==> src/design/i2cm_pkg.sv <==
// package: types, codes and constants of the i2c master register access block
`timescale 1ns / 1ps

package i2cm_pkg;

    localparam int PHASE_COUNT_WIDTH = 16;
    localparam int TICKS_WIDTH       = 16;
    localparam int LEN_WIDTH = (PHASE_COUNT_WIDTH > TICKS_WIDTH) ?
                               PHASE_COUNT_WIDTH + 1 : TICKS_WIDTH + 1;

    localparam logic [15:0] PHASE_TICKS_RESET = 16'd100;

    // request codes
    localparam logic [1:0] OP_TICK  = 2'd0;
    localparam logic [1:0] OP_WRITE = 2'd1;
    localparam logic [1:0] OP_READ  = 2'd2;

    // byte stages of a transaction
    localparam logic [1:0] STAGE_WADDR = 2'd0;
    localparam logic [1:0] STAGE_REG   = 2'd1;
    localparam logic [1:0] STAGE_DATA  = 2'd2;
    localparam logic [1:0] STAGE_RADDR = 2'd3;

    typedef enum logic [1:0] {
        ERR_NONE  = 2'd0,
        ERR_WADDR = 2'd1,
        ERR_REG   = 2'd2,
        ERR_DATA  = 2'd3
    } t_error;

    typedef enum logic [0:0] {
        REG_DEVICE_ADDRESS = 1'b0,
        REG_PHASE_TICKS    = 1'b1
    } t_cfg_index;

    typedef enum logic [4:0] {
        S_IDLE, S_ST0, S_ST1, S_ST2, S_ST3, S_ST4,
        S_WB0, S_WB1, S_WB2,
        S_ACK0, S_ACK1, S_ACK2, S_ACK3, S_ACK3B, S_ACK4, S_ACK4B,
        S_RD0, S_RB0, S_RB1, S_RB2, S_RB2B, S_RDE, S_RDEB,
        S_NA0, S_NA1, S_NA2,
        S_SP0, S_SP1, S_SP2, S_SP3
    } t_step;

    typedef struct packed {
        logic [1:0] operation;
        logic [7:0] reg_address;
        logic [7:0] write_data;
        logic       sda_in;
    } t_in_item;

    typedef struct packed {
        logic       scl_level;
        logic       sda_level;
        logic       sda_drive;
        logic       busy_res;
        logic       done_res;
        t_error     error_code;
        logic [7:0] read_data;
    } t_out_item;

    typedef struct packed {
        t_cfg_index  index;
        logic [15:0] data;
    } t_cfg_write;

    typedef struct packed {
        logic [6:0]             device_address;
        logic [TICKS_WIDTH-1:0] phase_ticks;
    } t_cfg_regs;

endpackage

==> src/design/i2cm_if.sv <==
// interfaces: input item, result item and configuration write channels
`timescale 1ns / 1ps

interface i2cm_in_if;
    import i2cm_pkg::*;
    logic     valid;
    logic     ready;
    t_in_item data;
    modport source (output valid, output data, input ready);
    modport sink   (input valid, input data, output ready);
endinterface

interface i2cm_out_if;
    import i2cm_pkg::*;
    logic      valid;
    logic      ready;
    t_out_item data;
    modport source (output valid, output data, input ready);
    modport sink   (input valid, input data, output ready);
endinterface

interface i2cm_cfg_if;
    import i2cm_pkg::*;
    logic       valid;
    logic       ready;
    t_cfg_write data;
    modport source (output valid, output data, input ready);
    modport sink   (input valid, input data, output ready);
endinterface

==> src/design/i2cm_cfg.sv <==
// configuration registers: device address and phase length
`timescale 1ns / 1ps

module i2cm_cfg import i2cm_pkg::*; (
    input  logic        i_clk,
    input  logic        i_rst_n,
    input  logic        i_wr_en,
    input  t_cfg_write  i_wr,
    output t_cfg_regs   o_regs
);

    t_cfg_regs r_regs;
    t_cfg_regs n_regs;

    always_comb begin
        n_regs = r_regs;
        if (i_wr_en) begin
            unique case (i_wr.index)
                REG_DEVICE_ADDRESS: n_regs.device_address = i_wr.data[6:0];
                REG_PHASE_TICKS:    n_regs.phase_ticks    = i_wr.data[TICKS_WIDTH-1:0];
                default:            n_regs = r_regs;
            endcase
        end
    end

    always_ff @(posedge i_clk) begin
        if (!i_rst_n) begin
            r_regs.device_address <= 7'd0;
            r_regs.phase_ticks    <= PHASE_TICKS_RESET;
        end else begin
            r_regs <= n_regs;
        end
    end

    assign o_regs = r_regs;

endmodule

==> src/design/i2cm_seq.sv <==
// bus sequencer: phase timer, step machine, shift byte and pin levels
`timescale 1ns / 1ps

module i2cm_seq import i2cm_pkg::*; (
    input  logic      i_clk,
    input  logic      i_rst_n,
    input  logic      i_en,
    input  t_in_item  i_item,
    input  t_cfg_regs i_cfg,
    output t_out_item o_res
);

    t_step                        r_step, n_step;
    logic [PHASE_COUNT_WIDTH-1:0] r_cnt, n_cnt;
    logic [2:0]                   r_bit, n_bit;
    logic [7:0]                   r_shift, n_shift;
    logic [7:0]                   r_held_reg, n_held_reg;
    logic [7:0]                   r_held_data, n_held_data;
    logic                         r_is_read, n_is_read;
    t_error                       r_err, n_err;
    logic [1:0]                   r_stage, n_stage;
    logic [7:0]                   r_rd, n_rd;
    logic                         r_scl, n_scl;
    logic                         r_sda, n_sda;
    logic                         r_drive, n_drive;
    logic                         done;

    logic                 busy;
    logic                 start;
    logic                 wrap;
    logic                 adv;
    logic [LEN_WIDTH-1:0] ticks_ext;
    logic [LEN_WIDTH-1:0] lim;
    logic [LEN_WIDTH-1:0] len;
    logic [LEN_WIDTH-1:0] cnt_inc;
    logic [1:0]           stage_inc;
    logic [7:0]           cur_byte;
    logic [7:0]           inc_byte;

    function automatic logic [7:0] byte_for_stage(input logic [1:0] s,
                                                  input logic [6:0] dev,
                                                  input logic [7:0] rg,
                                                  input logic [7:0] dt);
        logic [7:0] b;
        case (s)
            STAGE_WADDR: b = {dev, 1'b0};
            STAGE_REG:   b = rg;
            STAGE_DATA:  b = dt;
            default:     b = {dev, 1'b1};
        endcase
        return b;
    endfunction

    // phase timer, zero length runs as one tick
    assign ticks_ext = LEN_WIDTH'(i_cfg.phase_ticks);
    assign lim       = LEN_WIDTH'(1) << PHASE_COUNT_WIDTH;
    assign len       = (i_cfg.phase_ticks == '0) ? LEN_WIDTH'(1) :
                       ((ticks_ext > lim) ? lim : ticks_ext);
    assign cnt_inc   = LEN_WIDTH'(r_cnt) + LEN_WIDTH'(1);
    assign busy      = (r_step != S_IDLE);
    assign start     = !busy && ((i_item.operation == OP_WRITE) ||
                                 (i_item.operation == OP_READ));
    assign wrap      = !(cnt_inc < len);
    assign adv       = busy && wrap;
    assign stage_inc = r_stage + 2'd1;
    assign cur_byte  = byte_for_stage(r_stage, i_cfg.device_address,
                                      r_held_reg, r_held_data);
    assign inc_byte  = byte_for_stage(stage_inc, i_cfg.device_address,
                                      r_held_reg, r_held_data);

    // next step
    always_comb begin
        n_step = r_step;
        if (start) begin
            n_step = S_ST0;
        end else if (adv) begin
            unique case (r_step)
                S_ST0:   n_step = S_ST1;
                S_ST1:   n_step = S_ST2;
                S_ST2:   n_step = S_ST3;
                S_ST3:   n_step = S_ST4;
                S_ST4:   n_step = S_WB0;
                S_WB0:   n_step = S_WB1;
                S_WB1:   n_step = S_WB2;
                S_WB2:   n_step = (r_bit != 3'd7) ? S_WB0 : S_ACK0;
                S_ACK0:  n_step = S_ACK1;
                S_ACK1:  n_step = S_ACK2;
                S_ACK2:  n_step = S_ACK3;
                S_ACK3:  n_step = S_ACK3B;
                S_ACK3B: n_step = S_ACK4;
                S_ACK4:  n_step = S_ACK4B;
                S_ACK4B: begin
                    if (r_err != ERR_NONE || r_stage == STAGE_DATA) begin
                        n_step = S_SP0;
                    end else if (r_stage == STAGE_RADDR) begin
                        n_step = S_RD0;
                    end else if (r_stage == STAGE_REG && r_is_read) begin
                        n_step = S_ST0;
                    end else begin
                        n_step = S_WB0;
                    end
                end
                S_RD0:   n_step = S_RB0;
                S_RB0:   n_step = S_RB1;
                S_RB1:   n_step = S_RB2;
                S_RB2:   n_step = S_RB2B;
                S_RB2B:  n_step = (r_bit != 3'd7) ? S_RB0 : S_RDE;
                S_RDE:   n_step = S_RDEB;
                S_RDEB:  n_step = S_NA0;
                S_NA0:   n_step = S_NA1;
                S_NA1:   n_step = S_NA2;
                S_NA2:   n_step = S_SP0;
                S_SP0:   n_step = S_SP1;
                S_SP1:   n_step = S_SP2;
                S_SP2:   n_step = S_SP3;
                default: n_step = S_IDLE;
            endcase
        end
    end

    // pins, counters and data
    always_comb begin
        n_cnt       = r_cnt;
        n_bit       = r_bit;
        n_shift     = r_shift;
        n_held_reg  = r_held_reg;
        n_held_data = r_held_data;
        n_is_read   = r_is_read;
        n_err       = r_err;
        n_stage     = r_stage;
        n_rd        = r_rd;
        n_scl       = r_scl;
        n_sda       = r_sda;
        n_drive     = r_drive;
        done        = 1'b0;
        if (start) begin
            n_held_reg = i_item.reg_address;
            if (i_item.operation == OP_WRITE) begin
                n_held_data = i_item.write_data;
            end
            n_is_read = (i_item.operation == OP_READ);
            n_err     = ERR_NONE;
            n_stage   = STAGE_WADDR;
            n_bit     = 3'd0;
            n_shift   = 8'd0;
            n_cnt     = '0;
            n_scl     = 1'b0;
            n_sda     = 1'b0;
            n_drive   = 1'b1;
        end else if (busy && !wrap) begin
            n_cnt = cnt_inc[PHASE_COUNT_WIDTH-1:0];
        end else if (adv) begin
            n_cnt = '0;
            unique case (r_step)
                S_ST0: n_sda = 1'b1;
                S_ST1: n_scl = 1'b1;
                S_ST2: n_sda = 1'b0;
                S_ST3: n_scl = 1'b0;
                S_ST4: begin
                    n_bit   = 3'd0;
                    n_shift = cur_byte;
                    n_sda   = cur_byte[7];
                    n_drive = 1'b1;
                end
                S_WB0: n_scl = 1'b1;
                S_WB1: n_scl = 1'b0;
                S_WB2: begin
                    if (r_bit != 3'd7) begin
                        n_bit   = r_bit + 3'd1;
                        n_shift = {r_shift[6:0], 1'b0};
                        n_sda   = r_shift[6];
                        n_drive = 1'b1;
                    end else begin
                        n_drive = 1'b0;
                    end
                end
                S_ACK0: n_scl = 1'b1;
                S_ACK1: begin
                    // sda high during the ack clock is a nack
                    if (i_item.sda_in) begin
                        case (r_stage)
                            STAGE_WADDR: n_err = ERR_WADDR;
                            STAGE_REG:   n_err = ERR_REG;
                            default:     n_err = ERR_DATA;
                        endcase
                    end
                end
                S_ACK2:  n_scl   = 1'b0;
                S_ACK3B: n_drive = 1'b1;
                S_ACK4B: begin
                    if (r_err != ERR_NONE || r_stage == STAGE_DATA) begin
                        n_sda = 1'b0;
                    end else if (r_stage == STAGE_RADDR) begin
                        n_drive = 1'b0;
                        n_bit   = 3'd0;
                        n_shift = 8'd0;
                    end else if (r_stage == STAGE_REG && r_is_read) begin
                        n_stage = STAGE_RADDR;
                        n_scl   = 1'b0;
                    end else begin
                        n_stage = stage_inc;
                        n_bit   = 3'd0;
                        n_shift = inc_byte;
                        n_sda   = inc_byte[7];
                        n_drive = 1'b1;
                    end
                end
                S_RD0: n_scl   = 1'b1;
                S_RB0: n_shift = {r_shift[6:0], i_item.sda_in};
                S_RB1: n_scl   = 1'b0;
                S_RB2B: begin
                    if (r_bit != 3'd7) begin
                        n_bit = r_bit + 3'd1;
                        n_scl = 1'b1;
                    end else begin
                        n_drive = 1'b1;
                        n_rd    = r_shift;
                    end
                end
                S_RDEB: n_sda = 1'b1;
                S_NA0:  n_scl = 1'b1;
                S_NA1:  n_scl = 1'b0;
                S_NA2:  n_sda = 1'b0;
                S_SP0:  n_scl = 1'b1;
                S_SP1:  n_sda = 1'b1;
                S_SP2:  n_scl = 1'b0;
                S_SP3:  done  = 1'b1;
                default: done = 1'b0;
            endcase
        end
    end

    always_ff @(posedge i_clk) begin
        if (!i_rst_n) begin
            r_step      <= S_IDLE;
            r_cnt       <= '0;
            r_bit       <= 3'd0;
            r_shift     <= 8'd0;
            r_held_reg  <= 8'd0;
            r_held_data <= 8'd0;
            r_is_read   <= 1'b0;
            r_err       <= ERR_NONE;
            r_stage     <= STAGE_WADDR;
            r_rd        <= 8'd0;
            r_scl       <= 1'b0;
            r_sda       <= 1'b0;
            r_drive     <= 1'b0;
        end else if (i_en) begin
            r_step      <= n_step;
            r_cnt       <= n_cnt;
            r_bit       <= n_bit;
            r_shift     <= n_shift;
            r_held_reg  <= n_held_reg;
            r_held_data <= n_held_data;
            r_is_read   <= n_is_read;
            r_err       <= n_err;
            r_stage     <= n_stage;
            r_rd        <= n_rd;
            r_scl       <= n_scl;
            r_sda       <= n_sda;
            r_drive     <= n_drive;
        end
    end

    always_comb begin
        o_res.scl_level  = n_scl;
        o_res.sda_level  = n_sda;
        o_res.sda_drive  = n_drive;
        o_res.busy_res   = (n_step != S_IDLE);
        o_res.done_res   = done;
        o_res.error_code = n_err;
        o_res.read_data  = n_rd;
    end

    // the stop leaves scl low, so the bus clock is low whenever idle
    a_idle_scl_low: assert property (@(posedge i_clk) disable iff (!i_rst_n)
        (r_step == S_IDLE) |-> !r_scl)
        else $error("scl high while idle");

    // a taken request opens the start phase with sda driven and a fresh timer
    a_start_phase: assert property (@(posedge i_clk) disable iff (!i_rst_n)
        (i_en && start) |=> (r_step == S_ST0 && r_drive && r_cnt == '0))
        else $error("request did not open start phase");

    // the read address stage is reached only in a read transaction
    a_read_stage: assert property (@(posedge i_clk) disable iff (!i_rst_n)
        (r_stage == STAGE_RADDR) |-> r_is_read)
        else $error("read address stage in a write");

    // the final stop phase returns to idle
    a_stop_ends: assert property (@(posedge i_clk) disable iff (!i_rst_n)
        (i_en && adv && r_step == S_SP3) |=> (r_step == S_IDLE))
        else $error("transaction did not end after stop");

endmodule

==> src/design/i2c_master_register_access_core.sv <==
// top level: i2c master for single register write and read transactions
`timescale 1ns / 1ps

// channel   direction  payload                                          handshake
// i_in      sink       operation, reg_address, write_data, sda_in       valid/ready
// o_out     source     scl, sda, drive, busy, done, error, read_data    valid/ready
// i_cfg     sink       register index, write data                       valid/ready, ready high
//
// one item per cycle: each item is one bus tick, handled in the cycle it is taken
// the result stands in an output register, a new item is taken while it is consumed
// o_out stalled with a result pending holds i_in.ready low, the sequencer freezes
// synchronous active-low reset: idle, pins low, sda released, phase_ticks 100
// every item gives exactly one result item

module i2c_master_register_access_core import i2cm_pkg::*; (
    input  logic       i_clk,
    input  logic       i_rst_n,
    i2cm_in_if.sink    i_in,
    i2cm_out_if.source o_out,
    i2cm_cfg_if.sink   i_cfg
);

    t_cfg_regs cfg_regs;
    t_out_item seq_res;
    logic      in_accept;
    logic      cfg_accept;

    logic      r_out_valid;
    logic      n_out_valid;
    t_out_item r_out_data;

    // config writes are always taken
    assign i_cfg.ready = 1'b1;
    assign cfg_accept  = i_cfg.valid && i_cfg.ready;

    // take an item when the result slot is free or being emptied
    assign i_in.ready = !r_out_valid || o_out.ready;
    assign in_accept  = i_in.valid && i_in.ready;

    i2cm_cfg u_cfg (
        .i_clk   (i_clk),
        .i_rst_n (i_rst_n),
        .i_wr_en (cfg_accept),
        .i_wr    (i_cfg.data),
        .o_regs  (cfg_regs)
    );

    i2cm_seq u_seq (
        .i_clk   (i_clk),
        .i_rst_n (i_rst_n),
        .i_en    (in_accept),
        .i_item  (i_in.data),
        .i_cfg   (cfg_regs),
        .o_res   (seq_res)
    );

    // result register
    always_comb begin
        n_out_valid = r_out_valid;
        if (in_accept) begin
            n_out_valid = 1'b1;
        end else if (o_out.ready) begin
            n_out_valid = 1'b0;
        end
    end

    always_ff @(posedge i_clk) begin
        if (!i_rst_n) begin
            r_out_valid <= 1'b0;
        end else begin
            r_out_valid <= n_out_valid;
        end
    end

    // payload needs no reset
    always_ff @(posedge i_clk) begin
        if (in_accept) begin
            r_out_data <= seq_res;
        end
    end

    assign o_out.valid = r_out_valid;
    assign o_out.data  = r_out_data;

endmodule
==> src/flat_wrapper.sv <==
// flat-port wrapper written by rule: the top's interface ports become plain ports
module i2c_master_register_access_core_flat import i2cm_pkg::*;
  (i_clk, i_rst_n, i_in_valid, i_in_data, i_in_ready, o_out_valid, o_out_data, o_out_ready, i_cfg_valid, i_cfg_data, i_cfg_ready);
  i2cm_in_if i_in_i ();
  i2cm_out_if o_out_i ();
  i2cm_cfg_if i_cfg_i ();
  input  logic i_clk;
  input  logic i_rst_n;
  input wire logic [$bits(i_in_i.valid)-1:0] i_in_valid;
  input wire logic [$bits(i_in_i.data)-1:0] i_in_data;
  output wire logic [$bits(i_in_i.ready)-1:0] i_in_ready;
  output wire logic [$bits(o_out_i.valid)-1:0] o_out_valid;
  output wire logic [$bits(o_out_i.data)-1:0] o_out_data;
  input wire logic [$bits(o_out_i.ready)-1:0] o_out_ready;
  input wire logic [$bits(i_cfg_i.valid)-1:0] i_cfg_valid;
  input wire logic [$bits(i_cfg_i.data)-1:0] i_cfg_data;
  output wire logic [$bits(i_cfg_i.ready)-1:0] i_cfg_ready;
  assign i_in_i.valid = i_in_valid;
  assign i_in_i.data = i_in_data;
  assign i_in_ready = i_in_i.ready;
  assign o_out_valid = o_out_i.valid;
  assign o_out_data = o_out_i.data;
  assign o_out_i.ready = o_out_ready;
  assign i_cfg_i.valid = i_cfg_valid;
  assign i_cfg_i.data = i_cfg_data;
  assign i_cfg_ready = i_cfg_i.ready;
  i2c_master_register_access_core u_core (.i_clk(i_clk), .i_rst_n(i_rst_n), .i_in(i_in_i), .o_out(o_out_i), .i_cfg(i_cfg_i));
endmodule
==> config.mk <==
export PLATFORM = sky130hd
export DESIGN_NAME = i2c_master_register_access_core_flat
export DESIGN_NICKNAME = d
export VERILOG_FILES = /design/src/design/i2cm_pkg.sv /design/src/design/i2cm_if.sv /design/src/design/i2cm_cfg.sv /design/src/design/i2cm_seq.sv /design/src/design/i2c_master_register_access_core.sv /design/src/flat_wrapper.sv
export SDC_FILE = /design/constraint.sdc
export NUM_CORES = 1
export LEC_CHECK = 0
export ABC_CLOCK_PERIOD_IN_PS = 3900
export BUFFER_PORTS_ARGS = -buffer_cell sky130_fd_sc_hd__buf_2
export CORE_MARGIN = 4
export CORE_UTILIZATION = 54
export DETAILED_ROUTE_END_ITERATION = 7
export GPL_TIMING_DRIVEN = 0
export PLACE_DENSITY = 0.77
export RECOVER_POWER = 25
export SYNTH_ARGS = -nofsm -noshare
export SYNTH_HDL_FRONTEND = slang
export SYNTH_SLANG_ARGS = --single-unit
==> constraint.sdc <==
create_clock -name i_clk -period 3.9 [get_ports i_clk]
set_clock_uncertainty 0.2 [all_clocks]
set_input_delay 0.975 -clock i_clk [delete_from_list [all_inputs] [get_ports i_clk]]
set_output_delay 0.975 -clock i_clk [all_outputs]
set_load 0.05 [all_outputs]
Word level (Yosys, flattened, before mapping)
Cells that the tools add are included.
{"block": "totals", "register_bits": 103, "output_inout_bits": 18, "elab_cells": 189}
{"block": "classes", "n_addsub": 3, "n_lt_le_gt_ge": 2, "eq_ne": 44, "n_mux": 77, "n_bitwise": 2, "reduce_logical": 38}
{"op": "5-bit one-hot mux with 28 select lines", "n": 1}
{"op": "8-bit 2-to-1 mux", "n": 12}
{"op": "5-bit == test, second input constant", "n": 14}
{"op": "16-bit 2-to-1 mux", "n": 3}
{"op": "8-bit one-hot mux with 3 select lines", "n": 2}
{"op": "5-bit by 4-bit == test with 1-bit output, second input constant", "n": 8}
{"op": "17-bit 2-to-1 mux", "n": 2}
{"op": "8-bit one-hot mux with 4 select lines", "n": 1}
{"op": "3-bit 2-to-1 mux", "n": 9}
{"op": "1-bit 2-to-1 mux", "n": 25}
{"op": "2-bit 2-to-1 mux", "n": 12}
{"op": "5-bit by 3-bit == test with 1-bit output, second input constant", "n": 4}
{"op": "5-bit 2-to-1 mux", "n": 4}
{"op": "16-bit by 1-bit adder with 17-bit output, second input constant", "n": 1}
{"op": "16-bit by 17-bit greater-than comparator with 1-bit output, second input constant", "n": 1}
{"op": "17-bit < comparator", "n": 1}
{"op": "16-bit zero test", "n": 1}
{"op": "5-bit nonzero test", "n": 3}
{"op": "7-bit AND reduction", "n": 2}
{"op": "6-bit OR reduction", "n": 2}
{"op": "5-bit by 2-bit == test with 1-bit output, second input constant", "n": 2}
{"op": "3-bit != test, second input constant", "n": 3}
{"op": "3-bit one-hot mux with 3 select lines", "n": 1}
{"op": "2-bit == test, second input constant", "n": 4}
{"op": "other kinds (24)", "n": 48}

Longest topological paths before layout
{"block": "depth", "depth_word": 10, "mapped_depth": 15, "mapped_depth_nobuf": 14}

Modules after synthesis
A second synthesis with hierarchy kept.
{"block": "unflattened", "hier_cells": 743, "hier_area_um2": 6322.3}
{"module": "i2cm_seq", "instances": 1, "cells_each": 622, "area_per_inst_um2": 4863.4, "seq_area_each_um2": 1281.2}
{"module": "i2cm_cfg", "instances": 1, "cells_each": 99, "area_per_inst_um2": 939.7, "seq_area_each_um2": 460.4}
{"module": "i2c_master_register_access_core", "instances": 1, "cells_each": 22, "area_per_inst_um2": 519.2, "seq_area_each_um2": 470.5}

Least setup slack after synthesis
OpenSTA, ideal clock, no wires.
{"block": "synth_timing", "kind": "reg2reg", "from": "reg u_core.u_seq.r_cnt[2]", "to": "reg u_core.r_out_data (netlist bit u_core.o_out.data[0]) (data pin)", "t_arrival_ns": 3.355, "t_required_ns": 3.440, "slack_ns": 0.085, "path_stages_with_launch": 16, "synth_period_minus_slack_ns": 3.815, "path_cell_list": "dfxtp_1 -> and3_1 -> nand3_1 -> nor2_1 -> nand2_1 -> nor2_1 -> xor2_1 -> ha_1 -> nand3_1 -> nor3_1 -> a2111oi_2 -> nand3_2 -> or2_1 -> buf_2 -> nand2_2 -> mux2_2"}
{"item": "start: declaration", "line_no": "i2cm_seq.sv:14", "text": "logic [PHASE_COUNT_WIDTH-1:0] r_cnt, n_cnt;"}
{"item": "start signal: assignment", "line_no": "i2cm_seq.sv:250", "text": "r_cnt <= n_cnt;"}
{"item": "end signal: assignment", "line_no": "i2c_master_register_access_core.sv:78", "text": "r_out_data <= seq_res;"}
{"item": "end: declaration", "line_no": "i2c_master_register_access_core.sv:30", "text": "t_out_item r_out_data;"}

Worst setup path after layout
{"block": "layout_timing", "from": "reg u_core.u_seq.r_cnt[0]", "to": "reg u_core.u_seq.r_shift[7]"}
{"block": "layout_via", "elab_chain_len": 6, "word_cells_on_any_way": 8, "classes_between": "1 x add/sub; 1 x order compare; 1 x eq/ne; 5 x reduce/logical"}
{"item": "16-bit by 1-bit adder with 17-bit output *", "line_no": "i2cm_seq.sv:59", "text": "assign cnt_inc = LEN_WIDTH'(r_cnt) + LEN_WIDTH'(1);"}
{"item": "17-bit < comparator *", "line_no": "i2cm_seq.sv:63", "text": "assign wrap = !(cnt_inc < len);"}
{"item": "1-bit zero test", "line_no": "i2cm_seq.sv:63"}
{"item": "1-bit logical AND", "line_no": "i2cm_seq.sv:64", "text": "assign adv = busy && wrap;"}
{"item": "2-bit nonzero test (no line)"}
{"item": "7-bit AND reduction (no line) *"}
{"item": "end signal: assignment", "line_no": "i2cm_seq.sv:252", "text": "r_shift <= n_shift;"}
{"item": "end: declaration", "line_no": "i2cm_seq.sv:16", "text": "logic [7:0] r_shift, n_shift;"}
Every way passes the cells marked *; elsewhere a longest branch is shown, timed or not.
A chain may end at the register's enable or synchronous reset.

==> impl_metrics.env <==
export IMPL_status="completed"
export IMPL_num_io_pins=59
export IMPL_max_freq_ghz=0.263
export IMPL_synth_common_cells="121 x nand2_1, 88 x dfxtp_1, 40 x o21ai_0, 38 x nor2_1"
export IMPL_largest_reg_flops=23
export IMPL_cts_sinks=103
export IMPL_worstSetupEndpointType="register"
export IMPL_reg2regPathDepth=18
export IMPL_die_area_sq_um=13000
export IMPL_syn_area_per_cell_sq_um=8.39
export IMPL_holdWs_ns=0.269
export IMPL_vias_per_cell=6.04
export IMPL_seq_area_sq_um=2220
export IMPL_place_congestion=0.963
export IMPL_nNetsFinal=872
export IMPL_whs_path_depth=2
export IMPL_dp_cells=918
export IMPL_powerDensity_nw_per_um2=295
export IMPL_drt_iter0_drc=568
export IMPL_remaining_drc_errors=0
export IMPL_clk_pin_slew_ns=0.10
export IMPL_synth_top_area_share_pct=29.1
export IMPL_vias=5729
export IMPL_place_ws_ns=-0.627
export IMPL_crit_fanout=8
export IMPL_fp_row_count=38
export IMPL_fin_crit_sh_pct=97.5
export IMPL_hold_path_class="register to register"
export IMPL_dpl_hpwl_microns=12600
export IMPL_ys_flop_type="dfxtp_1"
export IMPL_fin_cells=949
export IMPL_min_period_ns=3.80
export IMPL_core_sq_um=10900
export IMPL_startpoint_type="register"
export IMPL_design_area_sq_um=6920
export IMPL_grt_pass1_vias=5629
export IMPL_ir_drop_uv=180
export IMPL_finalWorstSetupSlack_ns=0.0991
export IMPL_layout_drive_gt1_share_pct=16.3
export IMPL_top_layer="met4"
export IMPL_wl_microns=17100
export IMPL_place_area_sq_um=6510
export IMPL_die_x_microns=114
export IMPL_grt_ovfl_total=0
export IMPL_ctsLongestPathBuffers=2
export IMPL_grt_pass1_wl_microns=27900
export IMPL_antenna_found_initial=0
export IMPL_fillers=941
export IMPL_timing_max_cap_violations=0
export IMPL_io_buffers=57
export IMPL_ys_ff_latch=103
export IMPL_track_usage_pct=26.8
export IMPL_final_antenna_net_count=0
export IMPL_setup_viol=0
export IMPL_maxSlewHeadroom_pct=47.2
export IMPL_yosys_cell_count_top_type="nand2_1"
export IMPL_multi_input_area_sq_um=3620
export IMPL_firstDrtPassIters=5
export IMPL_syn2layout_area_growth_pct=14.3
export IMPL_numCtsBuffers=9
export IMPL_p_leak_nw=2.67
export IMPL_synth_area_leader_cell="dfxtp_1"
export IMPL_power_mw=2.04
export IMPL_finalHoldViolations=0
export IMPL_wl_met3_microns=1240
export IMPL_tns_ns=0
export IMPL_yosysWarnings=0
export IMPL_async_flop_share_pct=0
export IMPL_synth_area_leaders="dfxtp_1 29%, nand2_1 7.5%, edfxtp_1 7.4%, mux2i_1 5.6%, ha_1 5.6%"
export IMPL_synthDistinctLibCells=73
export IMPL_antenna_cells=0
export IMPL_synth_nets=789
export IMPL_worst_pin_slew_ns=0.785
export IMPL_wl_per_cell_microns=18.0
export IMPL_die_h_microns=114
export IMPL_crit_arrival_ns=3.90
export IMPL_insertion_delay_ns=0.37
export IMPL_cts_tree="yes"
export IMPL_synth_edf_count=15
export IMPL_grt_max_degree=25
export IMPL_fin_util_pct=63.5
export IMPL_postSynthCellCount=721
export IMPL_drv_slew=0
export IMPL_yosysSeqAreaShare_pct=36.6
export IMPL_h_tree_depth=3
export IMPL_met2_length_microns=7940
export IMPL_required_ns=4.00
export IMPL_cts_root_buf="clkbuf_8"
export IMPL_syn_area_sq_um=6050
export IMPL_hold_buffers=0
export IMPL_crit_type="register to register"
export IMPL_drt_met1_wl_microns=7240
export IMPL_initial_core_util_pct=55.6
what timing repair did:
item                       in CTS  in global routing
setup endpoints to repair      62                 47
resized for setup              12                 18
buffers inserted               10                  5
pin swaps                       4                  5
kinds of logic (layout without fill, tap and decap cells):
kind of cell	after synthesis	in the layout	share of synthesized area, %
other cells	1	1	0.0620
buf+inv	79	167	5.25
mux	43	43	7.30
compound gates	184	184	20.9
flops	103	103	36.6
fa+ha+maj	27	27	5.58
xor+xnor	16	16	2.32
simple gates	268	268	22.0
final timing paths:
kind,from,slack [ns],end
worst min-delay path,u_core.u_seq.r_rd[1],0.27,u_core.u_seq.r_rd[1]
worst max register to register,u_core.u_seq.r_cnt[0],0.1,u_core.u_seq.r_shift[7]
worst max-delay path,u_core.u_seq.r_cnt[0],0.1,u_core.u_seq.r_shift[7]
worst min register to register,u_core.u_seq.r_rd[1],0.27,u_core.u_seq.r_rd[1]
layout make-up:
cell class | count | share of cell area, %
Buffer | 50 | 3.09
Timing Repair Buffer | 73 | 5.68
Sequential cell | 103 | 32.1
Inverter | 28 | 1.52
Multi-Input combinational cell | 539 | 52.4
Clock buffer | 10 | 1.85
Tap cell | 140 | 2.53
Clock inverter | 6 | 0.814
worst max-delay path, stage by stage, from the launching register on:
cell	delay (ns)
dfxtp_4	0.40
ha_2	0.24
nand3_2	0.17
nor2_4	0.15
buf_4	0.13
nand2_1	0.09
xnor2_2	0.16
ha_1	0.34
a21o_1	0.20
a2111oi_4	0.41
buf_4	0.17
buf_4	0.10
buf_4	0.09
buf_4	0.09
nand4_1	0.15
o21ai_1	0.20
and2_0	0.14
buf_2	0.18
o2bb2ai_1	0.13
power by group:
group / total [mW] / internal, mW / switching (mW)
Sequential: 1.13 / 1.11 / 0.0216
Clock: 0.641 / 0.241 / 0.399
Combinational: 0.270 / 0.0907 / 0.179
Total: 2.04 / 1.44 / 0.600
cells in the final DEF (no fill, tap or decap), drive strengths merged, types with 12 or more instances in the layout:
master / Yosys / final
a22oi: 15 / 15
edfxtp: 15 / 15
nand3: 23 / 23
dfxtp: 88 / 88
o21ai: 41 / 41
ha: 27 / 27
mux2i: 34 / 34
a21oi: 36 / 36
nor2: 39 / 39
a21boi: 23 / 23
clkbuf: 36 / 62
buf: 15 / 71
inv: 27 / 28
nor2b: 12 / 12
nand2: 122 / 122
per-layer routing:
metal / vias up / track usage, %
met5: - / 0
met4: 0 / 12.2
met3: 57 / 4.88
met2: 253 / 42.9
met1: 2660 / 35.2
li1: 2759 / -
No activity file was read; power rests on OpenSTA's default activity.
